`config.mk`:
```
export PLATFORM = sky130hd
export DESIGN_NAME = video_sync_line_capture_unit
export DESIGN_NICKNAME = d
export VERILOG_FILES = /design/src/design/vslc_pkg.sv /design/src/design/vslc_cfg_regs.sv /design/src/design/vslc_sync_core.sv /design/src/design/video_sync_line_capture_unit.sv
export SDC_FILE = /design/constraint.sdc
export NUM_CORES = 1
export LEC_CHECK = 0
export ABC_AREA = 1
export CORE_ASPECT_RATIO = 1.25
export CORE_UTILIZATION = 50
export DETAILED_ROUTE_END_ITERATION = 16
export DONT_BUFFER_PORTS = 1
export RECOVER_POWER = 100
export SLEW_MARGIN = 20
export SYNTH_ARGS = -nofsm -noshare
export SYNTH_HDL_FRONTEND = slang
export SYNTH_SLANG_ARGS = --single-unit
```
`constraint.sdc`:
```
create_clock -name clk_i -period 4.4 [get_ports clk_i]
set_input_delay 0.22 -clock clk_i [delete_from_list [all_inputs] [get_ports clk_i]]
set_output_delay 0.22 -clock clk_i [all_outputs]
set_load 0.1 [all_outputs]
```
`src/design/vslc_pkg.sv`:
```
// Package for the video sync line capture unit: register map, state codes,
// result codes and the structs shared by the configuration, core and top level.
// No dependencies.
package vslc_pkg;

  localparam int unsigned LINE_WORDS = 512;
  localparam int unsigned MAX_LINES  = 256;
  localparam int unsigned BUF_WORDS  = LINE_WORDS * MAX_LINES;

  localparam int unsigned ADDR_W    = 17;
  localparam int unsigned NEXT_W    = ADDR_W + 1;
  localparam int unsigned LINE_CNT_W = 10;
  localparam int unsigned CFG_IDX_W = 4;
  localparam int unsigned CFG_DAT_W = 16;

  localparam logic [CFG_IDX_W-1:0] REG_LOW_THR    = 4'd0;
  localparam logic [CFG_IDX_W-1:0] REG_HIGH_THR   = 4'd1;
  localparam logic [CFG_IDX_W-1:0] REG_LINE_MIN   = 4'd2;
  localparam logic [CFG_IDX_W-1:0] REG_LINE_MAX   = 4'd3;
  localparam logic [CFG_IDX_W-1:0] REG_FRAME_MIN  = 4'd4;
  localparam logic [CFG_IDX_W-1:0] REG_FRAME_MAX  = 4'd5;
  localparam logic [CFG_IDX_W-1:0] REG_FIRST_LINE = 4'd6;
  localparam logic [CFG_IDX_W-1:0] REG_NUM_LINES  = 4'd7;

  localparam logic [1:0] EDGE_NONE    = 2'd0;
  localparam logic [1:0] EDGE_FALL    = 2'd1;
  localparam logic [1:0] EDGE_RISE    = 2'd2;

  localparam logic [1:0] CLASS_NONE   = 2'd0;
  localparam logic [1:0] CLASS_LINE   = 2'd1;
  localparam logic [1:0] CLASS_FRAME  = 2'd2;

  localparam logic [1:0] STATUS_STOPPED = 2'd0;
  localparam logic [1:0] STATUS_ARMED   = 2'd1;
  localparam logic [1:0] STATUS_LOCKED  = 2'd2;

  localparam logic MODE_SAMPLE = 1'b0;
  localparam logic MODE_START  = 1'b1;

  typedef enum logic [2:0] {
    RUN_STOPPED = 3'b001,
    RUN_ARMED   = 3'b010,
    RUN_LOCKED  = 3'b100
  } run_state_e;

  typedef struct packed {
    logic [7:0]  low_thr;
    logic [7:0]  high_thr;
    logic [15:0] line_min;
    logic [15:0] line_max;
    logic [15:0] frame_min;
    logic [15:0] frame_max;
    logic [7:0]  first_line;
    logic [8:0]  num_lines;
  } cfg_t;

  typedef struct packed {
    logic [1:0]        edge_res;
    logic [15:0]       period;
    logic [1:0]        pulse_class;
    logic              line_start;
    logic [ADDR_W-1:0] line_address;
    logic              capture_stopped;
    logic [1:0]        run_status;
  } res_t;

endpackage

```
`src/design/vslc_cfg_regs.sv`:
```
// Configuration register bank of the video sync line capture unit.
// Depends on vslc_pkg for the register map and the cfg_t struct.
module vslc_cfg_regs import vslc_pkg::*; (
  input  logic                 clk_i,
  input  logic                 rst_ni,
  input  logic                 cfg_valid_i,
  input  logic [CFG_IDX_W-1:0] cfg_index_i,
  input  logic [CFG_DAT_W-1:0] cfg_data_i,
  output logic                 cfg_ready_o,
  output cfg_t                 cfg_o
);

  cfg_t cfg_q, cfg_d;

  assign cfg_ready_o = 1'b1;
  assign cfg_o       = cfg_q;

  always_comb begin
    cfg_d = cfg_q;
    if (cfg_valid_i) begin
      case (cfg_index_i)
        REG_LOW_THR:    cfg_d.low_thr    = cfg_data_i[7:0];
        REG_HIGH_THR:   cfg_d.high_thr   = cfg_data_i[7:0];
        REG_LINE_MIN:   cfg_d.line_min   = cfg_data_i;
        REG_LINE_MAX:   cfg_d.line_max   = cfg_data_i;
        REG_FRAME_MIN:  cfg_d.frame_min  = cfg_data_i;
        REG_FRAME_MAX:  cfg_d.frame_max  = cfg_data_i;
        REG_FIRST_LINE: cfg_d.first_line = cfg_data_i[7:0];
        REG_NUM_LINES:  cfg_d.num_lines  = cfg_data_i[8:0];
        default:        cfg_d = cfg_q;
      endcase
    end
  end

  always_ff @(posedge clk_i or negedge rst_ni) begin
    if (!rst_ni) begin
      cfg_q.low_thr    <= 8'd10;
      cfg_q.high_thr   <= 8'd42;
      cfg_q.line_min   <= 16'd62;
      cfg_q.line_max   <= 16'd66;
      cfg_q.frame_min  <= 16'd30;
      cfg_q.frame_max  <= 16'd34;
      cfg_q.first_line <= 8'd17;
      cfg_q.num_lines  <= 9'd240;
    end else begin
      cfg_q <= cfg_d;
    end
  end

endmodule

```
`src/design/vslc_sync_core.sv`:
```
// Sync separator and line counter core: hysteresis comparator, period
// measurement, pulse classification and frame-buffer addressing.
// Depends on vslc_pkg for state codes, cfg_t and res_t.
module vslc_sync_core import vslc_pkg::*; (
  input  logic        clk_i,
  input  logic        rst_ni,
  input  logic        fire_i,
  input  logic        mode_i,
  input  logic [7:0]  sample_i,
  input  logic [15:0] timestamp_i,
  input  cfg_t        cfg_i,
  output res_t        res_o
);

  run_state_e            run_q, run_d;
  logic                  wait_high_q, wait_high_d;
  logic [15:0]           prev_ts_q, prev_ts_d;
  logic                  sync_pend_q, sync_pend_d;
  logic [LINE_CNT_W-1:0] line_cnt_q, line_cnt_d;
  logic [ADDR_W-1:0]     wr_ptr_q, wr_ptr_d;

  logic [15:0]           period;
  logic [LINE_CNT_W-1:0] line_inc;
  logic [LINE_CNT_W-1:0] win_end;
  logic [NEXT_W-1:0]     ptr_next;
  logic                  in_line_win;
  logic                  in_frame_win;

  assign period       = timestamp_i - prev_ts_q;
  assign line_inc     = line_cnt_q + LINE_CNT_W'(1);
  assign win_end      = LINE_CNT_W'(cfg_i.first_line) + LINE_CNT_W'(cfg_i.num_lines);
  assign ptr_next     = {1'b0, wr_ptr_q} + NEXT_W'(LINE_WORDS);
  assign in_line_win  = (period > cfg_i.line_min) && (period < cfg_i.line_max);
  assign in_frame_win = (period > cfg_i.frame_min) && (period < cfg_i.frame_max);

  always_comb begin
    run_d       = run_q;
    wait_high_d = wait_high_q;
    prev_ts_d   = prev_ts_q;
    sync_pend_d = sync_pend_q;
    line_cnt_d  = line_cnt_q;
    wr_ptr_d    = wr_ptr_q;
    res_o       = '0;

    if (mode_i == MODE_START) begin
      run_d       = RUN_ARMED;
      wait_high_d = 1'b0;
      sync_pend_d = 1'b0;
    end else if (run_q != RUN_STOPPED) begin
      if (!wait_high_q) begin
        if (sample_i < cfg_i.low_thr) begin
          res_o.edge_res = EDGE_FALL;
          res_o.period   = period;
          if (in_line_win && run_q == RUN_LOCKED) begin
            res_o.pulse_class = CLASS_LINE;
            if (sync_pend_q) begin
              sync_pend_d = 1'b0;
              line_cnt_d  = '0;
              wr_ptr_d    = '0;
            end else begin
              line_cnt_d = line_inc;
              if (line_inc >= LINE_CNT_W'(cfg_i.first_line) && line_inc < win_end) begin
                res_o.line_start   = 1'b1;
                res_o.line_address = wr_ptr_q;
                if (ptr_next >= NEXT_W'(BUF_WORDS)) begin
                  wr_ptr_d = '0;
                end else begin
                  wr_ptr_d = ptr_next[ADDR_W-1:0];
                end
              end else if (line_inc >= win_end) begin
                run_d                 = RUN_STOPPED;
                res_o.capture_stopped = 1'b1;
              end
            end
          end else if (in_frame_win) begin
            res_o.pulse_class = CLASS_FRAME;
            sync_pend_d       = 1'b1;
            run_d             = RUN_LOCKED;
          end
          prev_ts_d   = timestamp_i;
          wait_high_d = 1'b1;
        end
      end else if (sample_i > cfg_i.high_thr) begin
        res_o.edge_res = EDGE_RISE;
        wait_high_d    = 1'b0;
      end
    end

    case (run_d)
      RUN_STOPPED: res_o.run_status = STATUS_STOPPED;
      RUN_ARMED:   res_o.run_status = STATUS_ARMED;
      RUN_LOCKED:  res_o.run_status = STATUS_LOCKED;
      default:     res_o.run_status = STATUS_STOPPED;
    endcase
  end

  always_ff @(posedge clk_i or negedge rst_ni) begin
    if (!rst_ni) begin
      run_q       <= RUN_STOPPED;
      wait_high_q <= 1'b0;
      prev_ts_q   <= '0;
      sync_pend_q <= 1'b0;
      line_cnt_q  <= '0;
      wr_ptr_q    <= '0;
    end else if (fire_i) begin
      run_q       <= run_d;
      wait_high_q <= wait_high_d;
      prev_ts_q   <= prev_ts_d;
      sync_pend_q <= sync_pend_d;
      line_cnt_q  <= line_cnt_d;
      wr_ptr_q    <= wr_ptr_d;
    end
  end

endmodule

```
`src/design/video_sync_line_capture_unit.sv`:
```
// Top level of the video sync line capture unit: input register, core and
// result register. Depends on vslc_pkg, vslc_cfg_regs and vslc_sync_core.
//
// Usage: each input word is either a sync-channel sample with its microsecond
// timestamp (mode 0) or a start command (mode 1). Every input word yields
// exactly one result word, in order. A word is taken when in_valid_i is high
// and in_stall_o is low; a result is taken when out_valid_o is high and
// out_stall_i is low. Configuration writes arrive on their own channel
// (cfg_valid_i, cfg_index_i, cfg_data_i) and are always ready; indices past
// the register list are ignored. Write configuration only while idle.
// A result word goes from the input register through the core to the result
// register and waits while the receiver stalls. One word is taken every cycle
// while the receiver does not stall, since the input and result registers are
// separated by a single pass through the comparator and counter logic.
// Reset stops the capture, clears all counters and loads the default register
// values. When the receiver stalls, the result register holds and the input
// register fills; only then does in_stall_o rise.
module video_sync_line_capture_unit import vslc_pkg::*; (
  input  logic                 clk_i,
  input  logic                 rst_ni,
  input  logic                 in_valid_i,
  output logic                 in_stall_o,
  input  logic                 mode_i,
  input  logic [7:0]           sample_i,
  input  logic [15:0]          timestamp_i,
  output logic                 out_valid_o,
  input  logic                 out_stall_i,
  output logic [1:0]           edge_res_o,
  output logic [15:0]          period_o,
  output logic [1:0]           pulse_class_o,
  output logic                 line_start_o,
  output logic [ADDR_W-1:0]    line_address_o,
  output logic                 capture_stopped_o,
  output logic [1:0]           run_status_o,
  input  logic                 cfg_valid_i,
  output logic                 cfg_ready_o,
  input  logic [CFG_IDX_W-1:0] cfg_index_i,
  input  logic [CFG_DAT_W-1:0] cfg_data_i
);

  cfg_t        cfg;
  res_t        res;
  res_t        out_q;
  logic        out_valid_q;
  logic        s1_valid_q;
  logic        s1_mode_q;
  logic [7:0]  s1_sample_q;
  logic [15:0] s1_ts_q;
  logic        s1_go;
  logic        fire;
  logic        in_accept;

  assign s1_go      = !out_valid_q || !out_stall_i;
  assign fire       = s1_valid_q && s1_go;
  assign in_stall_o = s1_valid_q && !s1_go;
  assign in_accept  = in_valid_i && !in_stall_o;

  vslc_cfg_regs u_cfg (
    .clk_i       (clk_i),
    .rst_ni      (rst_ni),
    .cfg_valid_i (cfg_valid_i),
    .cfg_index_i (cfg_index_i),
    .cfg_data_i  (cfg_data_i),
    .cfg_ready_o (cfg_ready_o),
    .cfg_o       (cfg)
  );

  vslc_sync_core u_core (
    .clk_i       (clk_i),
    .rst_ni      (rst_ni),
    .fire_i      (fire),
    .mode_i      (s1_mode_q),
    .sample_i    (s1_sample_q),
    .timestamp_i (s1_ts_q),
    .cfg_i       (cfg),
    .res_o       (res)
  );

  always_ff @(posedge clk_i or negedge rst_ni) begin
    if (!rst_ni) begin
      s1_valid_q  <= 1'b0;
      out_valid_q <= 1'b0;
    end else begin
      if (s1_go) begin
        out_valid_q <= s1_valid_q;
      end
      if (!in_stall_o) begin
        s1_valid_q <= in_valid_i;
      end
    end
  end

  always_ff @(posedge clk_i) begin
    if (in_accept) begin
      s1_mode_q   <= mode_i;
      s1_sample_q <= sample_i;
      s1_ts_q     <= timestamp_i;
    end
    if (fire) begin
      out_q <= res;
    end
  end

  assign out_valid_o       = out_valid_q;
  assign edge_res_o        = out_q.edge_res;
  assign period_o          = out_q.period;
  assign pulse_class_o     = out_q.pulse_class;
  assign line_start_o      = out_q.line_start;
  assign line_address_o    = out_q.line_address;
  assign capture_stopped_o = out_q.capture_stopped;
  assign run_status_o      = out_q.run_status;

  a_start_is_line: assert property (@(posedge clk_i) disable iff (!rst_ni)
    out_valid_q && out_q.line_start |-> out_q.pulse_class == CLASS_LINE)
    else $error("Line start reported without a line period.");

  a_stop_status: assert property (@(posedge clk_i) disable iff (!rst_ni)
    out_valid_q && out_q.capture_stopped |-> out_q.run_status == STATUS_STOPPED)
    else $error("Capture stop reported while the run status is not stopped.");

  a_class_needs_fall: assert property (@(posedge clk_i) disable iff (!rst_ni)
    out_valid_q && out_q.pulse_class != CLASS_NONE |-> out_q.edge_res == EDGE_FALL)
    else $error("Pulse class given without a falling edge.");

  a_result_from_input: assert property (@(posedge clk_i) disable iff (!rst_ni)
    $rose(out_valid_q) |-> $past(s1_valid_q))
    else $error("Result appeared without a word in the input register.");

endmodule

```
# Word-level counts from Yosys, hierarchy flattened
# Index checks and enable logic that the tools add are counted.
# classes
bitwise	6
shift	0
magnitude_cmp	10
n_div	0
add_sub_neg	4
mul	0
n_eq_ne	12
n_mux	35
reduce_logical	36
# op_table
op	n
$mux W17	3
$mux W19	2
$mux W38	1
$gt A16 B16 Y1	2
$lt A16 B16 Y1	2
$mux W3	9
$add A17 B10 Y18 const B	1
$ge A18 B18 Y1 const B	1
$mux W18	1
$reduce_and A2 Y1	9
$eq A4 B3 Y1 const B	4
$sub A16 B16 Y16	1
$reduce_or A7 Y1	2
$mux W1	13
$add A10 B1 Y10 const B	1
$add A8 B9 Y10	1
$ge A10 B10 Y1	1
$ge A10 B8 Y1	1
$lt A10 B10 Y1	1
$mux W10	1
$reduce_and A5 Y1	2
$eq A4 B2 Y1 const B	2
$gt A8 B8 Y1	1
$lt A8 B8 Y1	1
other kinds (20)	40
# totals
in_bits	50
latch_bits	0
out_inout_bits	44
mem_count	0
elab_cells	130
mem_bits_ro	0
reg_bits	213
ram_bits	0

# Longest topological paths before layout
# Gate-level depths: netlist (run 1).
# logic_depth
depth_word	12
mapped_depth	29
mapped_depth_nobuf	29

# Modules after synthesis
# Synthesis (run 1) repeated with hierarchy kept, for this count alone.
# unflattened
cells_unflattened	1419
area_unflattened_um2	12152.9
# by_module_without_submodules
mod	cells_each	seq_area_each_um2	instances	area_per_inst_um2
vslc_sync_core	880	977.2	1	5903.2
vslc_cfg_regs	461	2457.4	1	4172.8
video_sync_line_capture_unit	78	2031.9	1	2077.0

# Worst setup path before layout (run 1)
# Ideal clock, no wire load.
# synth_path
kind	register to register
startpoint	reg s1_ts_q[0]
endpoint	reg out_q (netlist bit run_status_o[1]), data pin
path_slack_ps	915
setup_time_ps	250
t_arrival_ps	3235
t_required_ps	4150
n_path_buf	0
synth_period_minus_slack_ps	3485
stages_incl_launch_ff	29
path_cell_list	edfxtp_1 > inv_1 > ha_1 > inv_1 > fa_1 > nand3_1 > a31oi_1 > nor2_1 > o21ai_0 > nand2_1 > nand2_1 > nand3_1 > nand2_1 > nand2_1 > inv_1 > nor2_1 > ha_1 > nand2_1 > nor2_1 > nand2_1 > nor2_1 > nor2_2 > nand3_4 > nor2_1 > nand2_1 > nand2_1 > nand2_1 > inv_1 > nor2_1
# synth_rtl
element	line_no	text
from (decl)	video_sync_line_capture_unit.sv:48	logic [15:0] s1_ts_q;
from (signal assigned)	video_sync_line_capture_unit.sv:97	s1_ts_q <= timestamp_i;
to (signal assigned)	video_sync_line_capture_unit.sv:100	out_q <= res;
to (decl)	video_sync_line_capture_unit.sv:43	res_t out_q;

==> results of run 1 <==
## state kept, by name, indices dropped and copies added, names as in the netlist, 2 cells and up
| name | flops |
|---|---|
| line_address_o | 8 |
| u_core.wr_ptr_q | 8 |
| pulse_class_o | 2 |
| run_status_o | 2 |
| s1_sample_q | 8 |
| u_core.line_cnt_q | 10 |
| u_cfg.cfg_o | 97 |
| s1_ts_q | 16 |
| u_core.prev_ts_q | 16 |
| period_o | 16 |
| edge_res_o | 2 |
| u_core.run_q | 3 |
## worst paths after layout
kind	slack (ns)	endpoint	depth (start not counted)	from
hold / removal	0.02	u_cfg.cfg_o[77]	2	cfg_data_i[12]
hold reg to reg	0.49	u_cfg.cfg_o[51]	2	u_cfg.cfg_o[51]
setup reg to reg	0.53	run_status_o[1]	21	s1_ts_q[8]
min in group asynchronous	1.49	u_cfg.cfg_o[14]	2	rst_ni
max in group asynchronous	1.08	u_cfg.cfg_o[76]	2	rst_ni
setup / recovery	0.53	run_status_o[1]	21	s1_ts_q[8]
## what timing repair did
item	CTS	global route
setup endpoints to repair	0	22
buffers inserted	0	0
hold buffers	33	0
resized for setup	0	3
hold endpoints to repair	170	0
## power groups by stage
stage | combinational (mW) | sequential, mW | clock [mW]
final | 3.89 | 2.79 | 1.52
after global routing | 4.55 | 2.83 | 1.61
after CTS | 3.95 | 2.79 | 1.54
after detailed placement | 3.88 | 2.83 | 0
after global placement | 3.77 | 2.82 | 0
after floorplan | 2.86 | 2.77 | 0
## Yosys cell counts, types with 2 or more instances
cell and instances:
clkbuf_1 16, o22ai_1 6, o211ai_1 2, a211oi_1 2, nor2_8 2, inv_1 218
buf_4 12, nor3_1 11, nand2_1 298, o21ai_0 141, a21o_1 4, fa_1 2
inv_2 3, nand4_1 7, and2_1 2, nor4_1 3, xor2_1 23, nand3_1 41
dfstp_2 25, buf_2 2, conb_1 2, o21a_1 4, a31oi_1 2, nor2_4 4
xnor2_1 5, nor2_1 82, dfrtp_1 113, a21oi_1 56, edfxtp_1 57, ha_1 120
## critical path, delay by kind of cell (launching register included)
kind	cells	cell delay, ns
adders and majority gates	2	0.68
xor gates and xnor gates	1	0.18
DFF	1	0.41
buffers and inverters	2	0.19
AOI/OAI and AO/OA	3	0.69
and+or+nand+nor	13	1.46
## logic make-up after synthesis
| logic type | Yosys count | synth area share |
|---|---|---|
| adder cells (fa/ha/maj) | 122 | 0.138 |
| other | 2 | 0.000672 |
| multiplexers | 1 | 0.00101 |
| flip-flops | 195 | 0.465 |
| AND/OR/NAND/NOR | 458 | 0.173 |
| AO/OA/AOI/OAI | 228 | 0.110 |
| XOR/XNOR | 28 | 0.0220 |
| buffers and inverters | 255 | 0.0903 |
## final cells by class
| class | count | area share |
|---|---|---|
| clock inverter | 13 | 0.00948 |
| clock buffer | 19 | 0.0361 |
| timing repair buffer | 42 | 0.0308 |
| sequential | 195 | 0.423 |
| multi-input combinational | 847 | 0.404 |
| tap | 279 | 0.0284 |
| inverter | 223 | 0.0683 |
## metrics by stage
step | util | std cells | worst slack [ns] | hold slack [ns] | area [sq um]
after floorplan | - | 1297 | 0.915 | -0.0756 | 11200
after global placement | 0.528 | 1553 | 0.359 | -0.0707 | 11500
after detailed placement | 0.528 | 1553 | 0.285 | -0.0707 | 11500
after CTS | 0.570 | 1618 | 0.270 | 0.00983 | 12400
after global routing | 0.566 | 1618 | 0.0483 | 0.0293 | 12300
final | 0.566 | 1618 | 0.534 | 0.0191 | 12300
## placed cells by master, fill, tap and decap left out, drive strengths merged, types with 5 or more instances in the layout
cell type	count
nand2	299
nor2	89
xor2	23
ha	120
o22ai	6
clkbuf	23
nand4	8
dfrtp	113
a21oi	57
inv	229
dlygate4sd3	32
conb	10
o21ai	144
clkinv	5
nor3	11
xnor2	5
nand3	43
edfxtp	57
dfstp	25
buf	6
## routing by layer
metal | GRT usage | up-vias | wire (um)
met5 | 0 | - | 0
met2 | 0.402 | 122 | 12300
met3 | 0.0341 | 33 | 645
met1 | 0.284 | 3857 | 11000
met4 | 0.0874 | 0 | 597
li1 | - | 4224 | -
==> impl_metrics.toml, run 1 <==
[worst_setup_path]
crit_chain = "ha_1 > a21oi_1 > nor2_1 > a211oi_1 > nand3_1 > a211oi_1 > xnor2_1 > inv_1 > ha_1 > nand2_1 > nand3_1 > nor2_1 > nand2_1 > nor2_2 > nand3_4 > nor2_2 > nand2_1 > nand2_1 > nand2_1 > inv_1 > nor2_1"
critPathLaunchType = "flip-flop"
cpPeakStageDelay_ns = 0.41
path_max_fanout = 10
crit_slowest_cell = "edfxtp_1"
worstPathRequired_ns = 4.60
end_kind = "flip-flop"
critPathKind = "reg -> reg"
cp_common_cell = "nand2_1"
crit_arrival_ns = 4.07

[synth]
yosys-top-cells-area = "dfrtp_1 (25%), edfxtp_1 (15%), ha_1 (13%)"
synth_flop_cell = "dfrtp_1"
synthCells = 1289
ys_seq_elements = 195
synthArstFlopShare = 0.708
syn_area_sq_um = 11200
ys_types = 54
synth_edf_count = 57
ys_warn_count = 0
synth.top_cell.area_share = 0.253
avgSynthCellArea_sq_um = 8.67
synth_seq_area_share = 0.465
synth_top_area_cell = "dfrtp_1"

[final_layout]
fillers = 2015
areaGrowthSynthToFinish_pct = 9.89
seqCellArea_sq_um = 5200
diodes = 0
drive_gt1_frac = 0.0597
multi_input_area_sq_um = 4950
fin_nets = 1498

[timing]
timing.setup.tns_ns = 0
max_freq_mhz = 259
hold_viol = 0
slew_headroom = -1.11
rsz0062_at_grt = "no"
setup_violations = 0
period_needed_ns = 3.87
min_period_over_period = 0.879
fin_skew_ns = 0.0129
slew_violations = 178
worstMarginPinSlew_ns = 3.17

[die]
num_rows = 60
core_area_sq_um = 21700
io_pins = 94
die_y_um = 169
initial_utilization = 0.515
die_w_um = 136
die-area_sq_um = 22900

[power_and_ir_drop]
switching_share = 0.449
power.density_nw_per_um2 = 668
clkPwrFrac = 0.185
power_leakage_nw = 6.08
ir_drop_mv = 0.320
p_int_mw = 4.51
power_mw = 8.20
power_switching_mw = 3.69
p_seq_frac = 0.340
pwr-share-comb = 0.475

[global_route]
grt_overflow = 0
grt_pass1_vias = 8138
antenna_found_initial = 0
grt_pass1_wl_um = 40700
grt_max_degree = 139
grt_usage = 0.230

[drt]
firstDrtPassIters = 8
routed_wl_um = 24500
vias_per_cell = 5.09
post_drt_wl_per_cell_um = 15.2
antenna_left = 0
vias = 8236
post-route-drc-count = 0
dr.first_iter.drc_count = 395

[min_path]
hold_class = "in -> reg"

[placed_design]
io_buffers = 0
dp.final_hpwl_um = 17800
place_congestion = 0.833

[clocking]
clkLatencyLatePin_ns = 0.44
cts_made_buffers = 17
cts-htree-levels = 4
cts_buffer_depth = 2
cts_num_sinks = 195
cts_tree = "done"
clk_pin_slew_ns = 0.08
root_buffer = "clkbuf_16"

[run_status]
violations = "capacitance limit, slew limit"
outcome = "finished with violations"

[flow_run]
cap_violations = 3
No activity file was read; power rests on OpenSTA's default activity.
==> run 2, diff against run 1 <==
Clock period 4.4 ns to 4.54 ns, I/O delays scaled along.
==> impl_metrics.toml, run 2 (synthesized netlist as in run 1, its figures left out) <==
[run_status]
outcome = "finished with violations"
violations = "capacitance limit, slew limit"

[timing]
slew_headroom = -1.34
setup_violations = 0
fin_hold_ws_ns = 0.0118
worstMarginPinSlew_ns = 3.51
rsz0062_at_grt = "no"
worst_slack_ns = 0.498
hold_viol = 0
min_period_over_period = 0.890
timing.setup.tns_ns = 0
max_freq_mhz = 247
fin_skew_ns = 0.0167
period_needed_ns = 4.04
slew_violations = 178

[global_route]
grt_overflow = 0
antenna_found_initial = 1
grt_max_degree = 139
use_met1 = 0.282
grt_pass1_wl_um = 39900
grt_pass1_vias = 8063
grt_usage = 0.226
use_met2 = 0.388
top_usage_layer = "met2"
met3_usage = 0.0401

[power_and_ir_drop]
power_leakage_nw = 6.05
power.density_nw_per_um2 = 648
ir_drop_mv = 0.379
power_mw = 7.93

[clocking]
cts_tree = "done"
cts-htree-levels = 4
cts_made_buffers = 17
clk_pin_slew_ns = 0.07
clkLatencyLatePin_ns = 0.44
root_buffer = "clkbuf_16"
cts_buffer_depth = 2
cts_num_sinks = 195

[die]
die-area_sq_um = 22900
num_rows = 60
io_pins = 94
die_y_um = 169
core_area_sq_um = 21700
die_w_um = 136
initial_utilization = 0.515

[placed_design]
dp.final_hpwl_um = 17600
place_congestion = 0.823
dp_slack_ns = 0.398
io_buffers = 0

[drt]
vias_per_cell = 5.10
vias = 8239
firstDrtPassIters = 5
post-route-drc-count = 0
routed_wl_um = 24200
antenna_left = 0
dr.first_iter.drc_count = 440
post_drt_wl_per_cell_um = 15.0

[min_path]
hold_depth = 2
hold_class = "in -> reg"

[final_layout]
areaGrowthSynthToFinish_pct = 9.57
fin_nets = 1496
seqCellArea_sq_um = 5200
multi_input_area_sq_um = 4930
diodes = 0
fillers = 1974
largest_reg_flops = 97
layout_common_cells = "nand2_1 (299), inv_1 (219), o21ai_0 (142), ha_1 (120), dfrtp_1 (113)"
post-route-util = 0.564
final_common_cell = "nand2_1"
drive_gt1_frac = 0.0561

[worst_setup_path]
path_max_fanout = 10
critPathKind = "reg -> reg"
critPathLaunchType = "flip-flop"
crit_arrival_ns = 4.25
crit_slowest_cell = "fa_1"
cpPeakStageDelay_ns = 0.41
reg2reg_depth = 28
worstPathRequired_ns = 4.75
cp_common_cell = "nand2_1"
end_kind = "flip-flop"

[flow_run]
cap_violations = 3
[run 2: changes by cell type in the layout (fill, tap and decap cells not counted), sizes merged]
cell / change
buf: -2
bufinv: +1
clkbuf: +1
clkinvlp: +2
dlygate4sd3: -1
inv: -3
[run 2: routing by layer]
layer  up-vias  part of all wire
met5         -                 0
li1       4216                 -
met4         0             0.024
met1      3867              0.45
met3        31             0.031
met2       125              0.49
[run 2: where the power goes]
group          internal (mW)  leakage [nW]  total, mW  switching [mW]
logic                   1.42          3.58       3.74            2.32
registers               2.20          2.20       2.70           0.503
clock network          0.780         0.268       1.49           0.710
total                   4.40          6.05       7.93            3.53
[run 2: final cells by class]
| class | count | area share |
|---|---|---|
| Clock buffer | 19 | 0.0362 |
| Clock inverter | 13 | 0.0100 |
| Inverter | 223 | 0.0686 |
| Multi-Input combinational cell | 847 | 0.403 |
| Sequential cell | 195 | 0.425 |
| Tap cell | 279 | 0.0285 |
| Timing Repair Buffer | 40 | 0.0294 |
[run 2: path summary, 6_finish.rpt]
kind	endpoint	from	slack, ns
worst max-delay path	run_status_o[1]	s1_ts_q[0]	0.50
worst min-delay path	u_cfg.cfg_o[32]	cfg_data_i[15]	0.01
worst max register to register	run_status_o[1]	s1_ts_q[0]	0.50
worst min register to register	out_valid_o	s1_valid_q	0.48
max in group asynchronous	u_cfg.cfg_o[44]	rst_ni	0.94
min in group asynchronous	u_cfg.cfg_o[12]	rst_ni	1.55
[run 2: critical path: cells and delay by family (launching register included)]
family                   cells  cell delay [ns]
adder cells (fa/ha/maj)      3             0.86
buffers and inverters        4             0.25
flip-flops                   1             0.36
AO/OA/AOI/OAI                2             0.26
AND/OR/NAND/NOR             19             2.06
[run 2: timing repair]
action	CTS	global route
hold buffers	32	0
buffers inserted	0	0
hold endpoints to repair	171	0
gates resized for setup	0	1
endpoints found under the setup margin	0	4
[run 2: stage by stage]
step	std cells	area [sq um]
after floorplan	1297	11200
final	1616	12200
after global routing	1616	12200
after CTS	1616	12400
after global placement	1552	11500
after detailed placement	1552	11500
